## src/rtl/core/mscrc_pkg.sv

```systemverilog
package mscrc_pkg;

  localparam int unsigned CrcWidth   = 24;
  localparam int unsigned CountWidth = 5;
  localparam int unsigned FmtWidth   = 5;
  localparam int unsigned MinWidth   = 4;

  localparam logic [CrcWidth-1:0]   CrcPolyReset = 24'hFFF409;
  localparam logic [MinWidth-1:0]   MinBytesReset = 4'd11;
  localparam logic [CountWidth-1:0] CountMax = 5'd31;
  localparam logic [FmtWidth-1:0]   FmtDf17 = 5'd17;
  localparam logic [FmtWidth-1:0]   FmtDf18 = 5'd18;

  // Configuration register indexes.
  localparam logic REG_CRC_POLY  = 1'b0;
  localparam logic REG_MIN_BYTES = 1'b1;

  typedef enum logic [1:0] {
    ST_GOOD       = 2'd0,
    ST_SHORT      = 2'd1,
    ST_CRC_FAIL   = 2'd2,
    ST_BAD_FORMAT = 2'd3
  } status_e;

  typedef struct packed {
    logic [7:0] data_byte;
    logic       last_byte;
  } in_item_t;

  typedef struct packed {
    status_e               status;
    logic [CrcWidth-1:0]   crc_residue;
    logic [FmtWidth-1:0]   downlink_format;
    logic [CountWidth-1:0] byte_count;
  } out_item_t;

  typedef struct packed {
    logic [CrcWidth-1:0] crc_poly;
    logic [MinWidth-1:0] min_bytes;
  } cfg_t;

  // One byte through the CRC, most significant bit first.
  function automatic logic [CrcWidth-1:0] crc_feed_byte(
    input logic [CrcWidth-1:0] crc_in,
    input logic [7:0]          data,
    input logic [CrcWidth-1:0] poly
  );
    logic [CrcWidth-1:0] crc;
    crc = crc_in ^ {data, 16'h0000};
    for (int k = 0; k < 8; k++) begin
      if (crc[CrcWidth-1]) begin
        crc = {crc[CrcWidth-2:0], 1'b0} ^ poly;
      end else begin
        crc = {crc[CrcWidth-2:0], 1'b0};
      end
    end
    return crc;
  endfunction

endpackage

```

## src/rtl/core/mscrc_frame.sv

```systemverilog
module mscrc_frame (
  input  logic               clk_i,
  input  logic               rst_ni,
  input  logic               step_i,
  input  mscrc_pkg::in_item_t item_i,
  input  mscrc_pkg::cfg_t     cfg_i,
  output mscrc_pkg::out_item_t result_o
);
  import mscrc_pkg::*;

  logic [CrcWidth-1:0]   crc_q, crc_d, crc_now;
  logic [CountWidth-1:0] count_q, count_d, count_now;
  logic [FmtWidth-1:0]   fmt_q, fmt_d, fmt_now;
  status_e               status;

  always_comb begin
    fmt_now   = (count_q == '0) ? item_i.data_byte[7:3] : fmt_q;
    crc_now   = crc_feed_byte(crc_q, item_i.data_byte, cfg_i.crc_poly);
    count_now = (count_q == CountMax) ? CountMax : count_q + 1'b1;

    // Too short wins over a bad CRC, which wins over a wrong format.
    if (count_now < {1'b0, cfg_i.min_bytes}) begin
      status = ST_SHORT;
    end else if (crc_now != '0) begin
      status = ST_CRC_FAIL;
    end else if (fmt_now != FmtDf17 && fmt_now != FmtDf18) begin
      status = ST_BAD_FORMAT;
    end else begin
      status = ST_GOOD;
    end

    result_o.status          = status;
    result_o.crc_residue     = crc_now;
    result_o.downlink_format = fmt_now;
    result_o.byte_count      = count_now;
  end

  always_comb begin
    crc_d   = crc_q;
    count_d = count_q;
    fmt_d   = fmt_q;
    if (step_i) begin
      fmt_d = fmt_now;
      if (item_i.last_byte) begin
        crc_d   = '0;
        count_d = '0;
      end else begin
        crc_d   = crc_now;
        count_d = count_now;
      end
    end
  end

  always_ff @(posedge clk_i or negedge rst_ni) begin
    if (!rst_ni) begin
      crc_q   <= '0;
      count_q <= '0;
      fmt_q   <= '0;
    end else begin
      crc_q   <= crc_d;
      count_q <= count_d;
      fmt_q   <= fmt_d;
    end
  end

endmodule

```

## src/rtl/core/mscrc_out_reg.sv

```systemverilog
module mscrc_out_reg (
  input  logic                 clk_i,
  input  logic                 rst_ni,
  input  logic                 load_i,
  input  mscrc_pkg::out_item_t result_i,
  output logic                 out_valid_o,
  input  logic                 out_stall_i,
  output mscrc_pkg::out_item_t out_item_o
);
  import mscrc_pkg::*;

  logic      valid_q, valid_d;
  out_item_t item_q;

  // A new result may replace one that is being taken in the same cycle.
  assign valid_d = load_i | (valid_q & out_stall_i);

  always_ff @(posedge clk_i or negedge rst_ni) begin
    if (!rst_ni) begin
      valid_q <= 1'b0;
    end else begin
      valid_q <= valid_d;
    end
  end

  always_ff @(posedge clk_i) begin
    if (load_i) begin
      item_q <= result_i;
    end
  end

  assign out_valid_o = valid_q;
  assign out_item_o  = item_q;

endmodule

```

## src/rtl/core/mode_s_crc24_frame_check_core.sv

```systemverilog
// A byte is taken into the input register; once it advances, the result of a frame's last
// byte is registered in the output register.
// Throughput: one byte per cycle; the byte-wide CRC network sits between the input
// register and the output register. Only a last byte waits, while the output register is full and stalled.
// Reset clears the frame state and valid flags; configuration returns to 0xFFF409, 11.
module mode_s_crc24_frame_check_core (
  input  logic                 clk_i,
  input  logic                 rst_ni,
  input  logic                 in_valid_i,
  output logic                 in_stall_o,
  input  mscrc_pkg::in_item_t  in_item_i,
  output logic                 out_valid_o,
  input  logic                 out_stall_i,
  output mscrc_pkg::out_item_t out_item_o,
  input  logic                 cfg_we_i,
  input  logic                 cfg_index_i,
  input  logic [23:0]          cfg_wdata_i
);
  import mscrc_pkg::*;

  cfg_t      cfg_q, cfg_d;
  logic      s1_valid_q, s1_valid_d;
  in_item_t  s1_item_q;
  logic      s1_adv;
  logic      in_accept;
  out_item_t result;

  always_comb begin
    cfg_d = cfg_q;
    if (cfg_we_i) begin
      unique case (cfg_index_i)
        REG_CRC_POLY:  cfg_d.crc_poly  = cfg_wdata_i;
        REG_MIN_BYTES: cfg_d.min_bytes = cfg_wdata_i[MinWidth-1:0];
        default:       cfg_d = cfg_q;
      endcase
    end
  end

  always_ff @(posedge clk_i or negedge rst_ni) begin
    if (!rst_ni) begin
      cfg_q.crc_poly  <= CrcPolyReset;
      cfg_q.min_bytes <= MinBytesReset;
    end else begin
      cfg_q <= cfg_d;
    end
  end

  // A byte without the last mark never needs the output register.
  assign s1_adv = s1_valid_q & (~s1_item_q.last_byte | ~out_valid_o | ~out_stall_i);
  assign in_stall_o = s1_valid_q & ~s1_adv;
  assign in_accept  = in_valid_i & ~in_stall_o;
  assign s1_valid_d = in_accept | (s1_valid_q & ~s1_adv);

  always_ff @(posedge clk_i or negedge rst_ni) begin
    if (!rst_ni) begin
      s1_valid_q <= 1'b0;
    end else begin
      s1_valid_q <= s1_valid_d;
    end
  end

  always_ff @(posedge clk_i) begin
    if (in_accept) begin
      s1_item_q <= in_item_i;
    end
  end

  mscrc_frame u_frame (
    .clk_i    (clk_i),
    .rst_ni   (rst_ni),
    .step_i   (s1_adv),
    .item_i   (s1_item_q),
    .cfg_i    (cfg_q),
    .result_o (result)
  );

  mscrc_out_reg u_out_reg (
    .clk_i       (clk_i),
    .rst_ni      (rst_ni),
    .load_i      (s1_adv & s1_item_q.last_byte),
    .result_i    (result),
    .out_valid_o (out_valid_o),
    .out_stall_i (out_stall_i),
    .out_item_o  (out_item_o)
  );

  // The input register only holds when a finished frame result is blocked.
  a_hold_only_on_blocked_result: assert property (@(posedge clk_i) disable iff (!rst_ni)
    (s1_valid_q && !s1_adv) |-> (s1_item_q.last_byte && out_valid_o && out_stall_i))
    else $error("input register held without a blocked result");

  a_result_from_last_byte: assert property (@(posedge clk_i) disable iff (!rst_ni)
    $rose(out_valid_o) |-> $past(s1_valid_q && s1_item_q.last_byte))
    else $error("result appeared without a last byte");

  a_good_means_zero_residue: assert property (@(posedge clk_i) disable iff (!rst_ni)
    (out_valid_o && out_item_o.status == ST_GOOD) |-> (out_item_o.crc_residue == '0))
    else $error("good status with nonzero residue");

  a_count_nonzero: assert property (@(posedge clk_i) disable iff (!rst_ni)
    out_valid_o |-> (out_item_o.byte_count != '0))
    else $error("result with zero byte count");

endmodule
```

## config.mk

```make
export PLATFORM = sky130hd
export DESIGN_NAME = mode_s_crc24_frame_check_core
export DESIGN_NICKNAME = d
export VERILOG_FILES = /design/src/rtl/core/mscrc_pkg.sv /design/src/rtl/core/mscrc_frame.sv /design/src/rtl/core/mscrc_out_reg.sv /design/src/rtl/core/mode_s_crc24_frame_check_core.sv
export SDC_FILE = /design/constraint.sdc
export NUM_CORES = 1
export LEC_CHECK = 0
export ABC_AREA = 0
export ABC_CLOCK_PERIOD_IN_PS = 13300
export BUFFER_PORTS_ARGS = -buffer_cell sky130_fd_sc_hd__buf_4
export CAP_MARGIN = 30
export CELL_PAD_IN_SITES_DETAIL_PLACEMENT = 2
export CELL_PAD_IN_SITES_GLOBAL_PLACEMENT = 2
export CORE_ASPECT_RATIO = 0.7
export CORE_UTILIZATION = 41
export DETAILED_ROUTE_END_ITERATION = 8
export PLACE_DENSITY = 0.95
export SLEW_MARGIN = 20
export SYNTH_ARGS = -nofsm -noshare
export SYNTH_HDL_FRONTEND = slang
export SYNTH_SLANG_ARGS = --single-unit
```

## constraint.sdc

```tcl
create_clock -name clk_i -period 13.3 [get_ports clk_i]
set_clock_uncertainty 0.1 [all_clocks]
set_input_delay 2.66 -clock clk_i [delete_from_list [all_inputs] [get_ports clk_i]]
set_output_delay 2.66 -clock clk_i [all_outputs]
set_load 0.05 [all_outputs]
```

# ---- Word level (Yosys, flattened, before mapping)
# Cells that the tools add are included.
# Widths: inputs -> output; s select.
dict set report word_totals {
  out_inout_bits 38
  word_cells 61
  register_bits 109
}
dict set report op_classes {
  n_bitwise 24
  n_addsub 1
  n_reduce_logical 5
  eq_ne 3
  order_cmp 1
  n_mux 14
}
# cell n
set ops {}
lappend ops {{$mux 24} 9}
lappend ops {{$xor 24x24->24} 9}
lappend ops {{$reduce_bool 24->1} 1}
lappend ops {{$mux 5} 3}
lappend ops {{$ne 5x5->1 const B} 2}
lappend ops {{$not 1->1} 6}
lappend ops {{$add 5x1->5 const B} 1}
lappend ops {{$and 1x1->1} 5}
lappend ops {{$eq 5x5->1 const B} 1}
lappend ops {{$logic_not 5->1} 1}
lappend ops {{$lt 5x4->1} 1}
lappend ops {{$mux 2} 2}
lappend ops {{$or 1x1->1} 4}
lappend ops {{$reduce_and 2->1} 2}
lappend ops {{$logic_and 1x1->1} 1}

# ---- Longest topological paths before layout
dict set report depth {
  ltp_word 19
  mapped_depth 19
  depth_no_buf 15
}

# ---- Cells and area by module
# A second synthesis with hierarchy kept.
dict set report hier_totals {
  cells_unflattened 968
  hier_area_um2 8538.2
}
# module cells_per_inst seq_area_each_um2 area_each_um2 n_inst
set by_module_without_submodules {}
lappend by_module_without_submodules {mscrc_frame 851 850.8 5905.7 1}
lappend by_module_without_submodules {mode_s_crc24_frame_check_core 79 1018.5 1519.0 1}
lappend by_module_without_submodules {mscrc_out_reg 38 1106.1 1113.6 1}

# ---- Least setup slack after synthesis
# Ideal clock, no wire load.
dict set report synth_timing {
  kind {in2out}
  start {in out_stall_i}
  end {out in_stall_o}
  t_arrival_ns 3.124
  setup_slack_ns 7.416
  stages 2
  path_cell_list {nand4_1 -> inv_1}
}
dict set report synth_via {
  elab_chain_cells 5
}
# element line
set synth_rtl {}
lappend synth_rtl {{from (decl)} mode_s_crc24_frame_check_core.sv:13} ;# input logic out_stall_i,
lappend synth_rtl {{$not 1->1} mode_s_crc24_frame_check_core.sv:49} ;# assign s1_adv = s1_valid_q & (~s1_item_q.last_byte | ~out_valid_o | ~out_stall_i);
lappend synth_rtl {{$or 1x1->1} mode_s_crc24_frame_check_core.sv:49}
lappend synth_rtl {{$and 1x1->1} mode_s_crc24_frame_check_core.sv:49}
lappend synth_rtl {{$not 1->1} mode_s_crc24_frame_check_core.sv:50} ;# assign in_stall_o = s1_valid_q & ~s1_adv;
lappend synth_rtl {{$and 1x1->1} mode_s_crc24_frame_check_core.sv:50}
lappend synth_rtl {{to (decl)} mode_s_crc24_frame_check_core.sv:10} ;# output logic in_stall_o,
# Every way passes these cells.

# ---- Final worst setup path
dict set report layout_timing {
  start {reg u_frame.crc_q[23]}
  end {reg u_out_reg.item_q, in the netlist u_out_reg.out_item_o[35] (data pin)}
}
dict set report layout_via {
  elab_chain_cells 18
}
# element line
set layout_rtl {}
lappend layout_rtl {{from (decl)} mscrc_frame.sv:11} ;# logic [CrcWidth-1:0] crc_q, crc_d, crc_now;
lappend layout_rtl {{from (signal assigned)} mscrc_frame.sv:60} ;# crc_q <= crc_d;
lappend layout_rtl {{$xor 24x24->24 (*)} mscrc_pkg.sv:49} ;# crc = crc_in ^ {data, 16'h0000};
lappend layout_rtl {{$mux 24 (*)} mscrc_pkg.sv:51} ;# if (crc[CrcWidth-1]) begin
lappend layout_rtl {{$xor 24x24->24} mscrc_pkg.sv:52} ;# crc = {crc[CrcWidth-2:0], 1'b0} ^ poly;
lappend layout_rtl {{$mux 24 (*)} mscrc_pkg.sv:51}
lappend layout_rtl {{$xor 24x24->24} mscrc_pkg.sv:52}
lappend layout_rtl {{$mux 24 (*)} mscrc_pkg.sv:51}
lappend layout_rtl {{$xor 24x24->24} mscrc_pkg.sv:52}
lappend layout_rtl {{$mux 24 (*)} mscrc_pkg.sv:51}
lappend layout_rtl {{(+2 left out)} --}
lappend layout_rtl {{$xor 24x24->24} mscrc_pkg.sv:52}
lappend layout_rtl {{$mux 24 (*)} mscrc_pkg.sv:51}
lappend layout_rtl {{$xor 24x24->24} mscrc_pkg.sv:52}
lappend layout_rtl {{$mux 24 (*)} mscrc_pkg.sv:51}
lappend layout_rtl {{$xor 24x24->24} mscrc_pkg.sv:52}
lappend layout_rtl {{$mux 24 (*)} mscrc_pkg.sv:51}
lappend layout_rtl {{$reduce_bool 24->1 (*)} mscrc_frame.sv:24} ;# end else if (crc_now != '0) begin
lappend layout_rtl {{$mux 2 (*)} mscrc_frame.sv:24}
lappend layout_rtl {{to (signal assigned)} mscrc_out_reg.sv:28} ;# item_q <= result_i;
lappend layout_rtl {{to (decl)} mscrc_out_reg.sv:13} ;# out_item_t item_q;
# Mark *: on every way between the ends. The rest lies on a longest branch, timed or not.
# A chain may end at the register's enable or synchronous reset.

==> reports/results.ini <==
[clock_network]
clkTransAtPathRegs_ns = 0.09
clock_sinks = 109
cts_htree_levels = 3
cts-root-buf = clkbuf_16
insertion_delay_ns = 0.39
tritoncts = built
cts_inserted_buffers = 9
cts_resized = 0
cts_setup_buffers = 0
cts_buffer_depth = 2
ctsHoldBuffers = 0

[placement]
globalplace.congestion = 0.880
place_area_um2 = 9500
port_buffers = 76
dp_slack_ns = 6.90
dpl.hpwl_mm = 25.2

[timing]
tightest_slew_ns = 0.987
slew_violations = 0
rsz0062_at_grt = false
fin_crit_sh_pct = 49.6
tns_ns = 0
relSlewSlack_pct = 33.5
post-route-min-period_ns = 6.60
hold_violations = 0
finalSetupViolations = 0
fmax_ghz = 0.152
setup_ws_ns = 6.70

[setup_path]
start_kind = register
crit_chain = xor2_2 -> nand2_1 -> xnor2_1 -> inv_1 -> a21oi_1 -> nor2_1 -> buf_6 -> a211o_1 -> a311oi_1 -> a211oi_2 -> a211oi_4 -> buf_4 -> inv_1 -> or4b_1 -> a32oi_1 -> and4_1 -> a31oi_1
critPathArrivalTime_ns = 6.60
cp_top_family = compound AO/OA/AOI/OAI gates
cp.required_ns = 13.30
path_buf_inv = 4
cpMostUsedCell = inv_1
slowest_stage = xor2_2
critPathMaxFanout = 39
end_kind = register
criticalPathCategory = register to register
critPathMaxStageDelay_ns = 0.82

[final_layout]
final_common_cell = nand2_1
final_core_util_pct = 47.5
final_cell_mix = nand2_1 (144), xnor2_1 (123), buf_4 (89)
antennaDiodeCount = 0
fin_nets = 1043
multi_input_area_um2 = 5370
syn2layout_area_growth_pct = 13.0
fillCellCount = 2208
seq_area_um2 = 2980
drive_gt1_share_pct = 17.0
fin_area_um2 = 9880

[route]
dr.first_iter.drc_count = 779
wl_per_cell_um = 28.2
wl_mm = 36.1
num_vias = 8235
firstDrtPassIters = 5
via_per_inst = 6.43
antenna_left = 0
post-route-drc-count = 0

[min_path]
hold_class = register to register

[floorplanning]
die_y_um = 124
die_w_um = 177
start_util_pct = 42.0
die_area_um2 = 21900
core_area_um2 = 20800
row_count = 44
io_pins = 77

[logic_synthesis]
synth.distinct_cells = 83
yosysSeqAreaShare_pct = 34.0
synth_seq_cells = 109
postSynthCellCount = 965
syn_area_um2 = 8740
yosysWarnings = 0
ys.flop_type = dfrtp_1
syn_avg_cell_area_um2 = 9.06
async_reset_ff_share_pct = 58.7
synth-edff-count = 45
syn_nets = 1009

[run]
drv_cap = 0

[global_route]
grt_pass1_wl_mm = 55.2
antenna_found_initial = 0
track_usage_pct = 34.1
grt_pass1_vias = 8635
grt_max_degree = 69
grt.overflow.total = 0

[status]
outcome = finished, final reports clean

[tightest hold or removal path, delay by kind of cell, from the launching register on]
kind             cells  cell delay [ns]
flip-flops           1             0.38
AO/OA/AOI/OAI        1             0.06
AND/OR/NAND/NOR      1             0.06
[final timing paths]
path | start | end | slack, ns | depth (start not counted)
min in group asynchronous | rst_ni | u_frame.crc_q[9] | 2.12 | 1
max | u_frame.crc_q[23] | u_out_reg.out_item_o[35] | 6.70 | 17
min | u_frame.fmt_q[2] | u_frame.fmt_q[2] | 0.43 | 2
max reg2reg | u_frame.crc_q[23] | u_out_reg.out_item_o[35] | 6.70 | 17
min reg2reg | u_frame.fmt_q[2] | u_frame.fmt_q[2] | 0.43 | 2
max in group asynchronous | rst_ni | cfg_q[4] | 10.36 | 2
[per-layer routing]
layer	up-vias	global-route usage (%)	wire (um)
met2	408	56.6	17200
met1	4227	44.3	14900
li1	3511	-	-
met3	89	6.17	2780
met5	-	0	0
met4	0	13.1	1280
[metrics by stage]
step                instances  hold slack (ns)
global placement         1259            0.362
CTS                      1276            0.437
floorplan                 965            0.349
global route             1280            0.452
detailed placement       1260            0.412
finish                   1280            0.432
[area by class of cell]
cell class                      count  area share (%)
Clock buffer                       10            2.32
Tap cell                          276            3.49
Multi-Input combinational cell    751            54.3
Timing Repair Buffer               94            7.58
Sequential cell                   109            30.1
Inverter                           34            1.29
Clock inverter                      6           0.873
[cell usage after synthesis, types with 6 or more instances]
| master | count | share of area, % |
|---|---|---|
| a211oi_1 | 23 | 2.0 |
| a21oi_1 | 11 | 0.63 |
| a22o_1 | 32 | 3.2 |
| a311oi_1 | 6 | 0.60 |
| and2_1 | 11 | 0.79 |
| and3_1 | 10 | 0.72 |
| buf_2 | 9 | 0.52 |
| clkbuf_1 | 56 | 2.4 |
| dfrtp_1 | 46 | 13 |
| dfstp_2 | 18 | 5.4 |
| edfxtp_1 | 45 | 15 |
| inv_1 | 32 | 1.4 |
| mux2_2 | 14 | 1.8 |
| mux2i_1 | 7 | 0.80 |
| nand2_1 | 144 | 6.2 |
| nand3_1 | 27 | 1.5 |
| nand4_1 | 7 | 0.50 |
| nor2_1 | 67 | 2.9 |
| nor3_1 | 14 | 0.80 |
| nor4_1 | 7 | 0.50 |
| o211ai_1 | 11 | 0.94 |
| o21ai_0 | 53 | 3.0 |
| o311a_1 | 14 | 1.6 |
| o31ai_1 | 6 | 0.52 |
| xnor2_1 | 123 | 12 |
| xnor3_1 | 15 | 3.9 |
| xor2_1 | 31 | 3.1 |
[cell families (layout without fill, tap and decap cells)]
logic type | Yosys count | after routing | synth area share (%)
AND/OR/NAND/NOR | 322 | 322 | 17.0
AO/OA/AOI/OAI | 227 | 227 | 20.0
XOR/XNOR | 176 | 176 | 20.8
flip-flops | 109 | 109 | 34.0
buffers and inverters | 105 | 144 | 4.76
multiplexers | 21 | 21 | 2.60
adder cells (fa/ha/maj) | 5 | 5 | 0.715
[sequential cells by signal (all words and copies together), names as in the netlist]
signal,cells
u_out_reg.out_item_o,36
cfg_q,28
u_frame.crc_q,24
s1_valid_q,1
u_frame.count_q,5
u_out_reg.out_valid_o,1
s1_item_q,9
u_frame.fmt_q,5
Power is not shown: default switching activity piles up to over one toggle a cycle in this logic, so the estimate is an artifact.
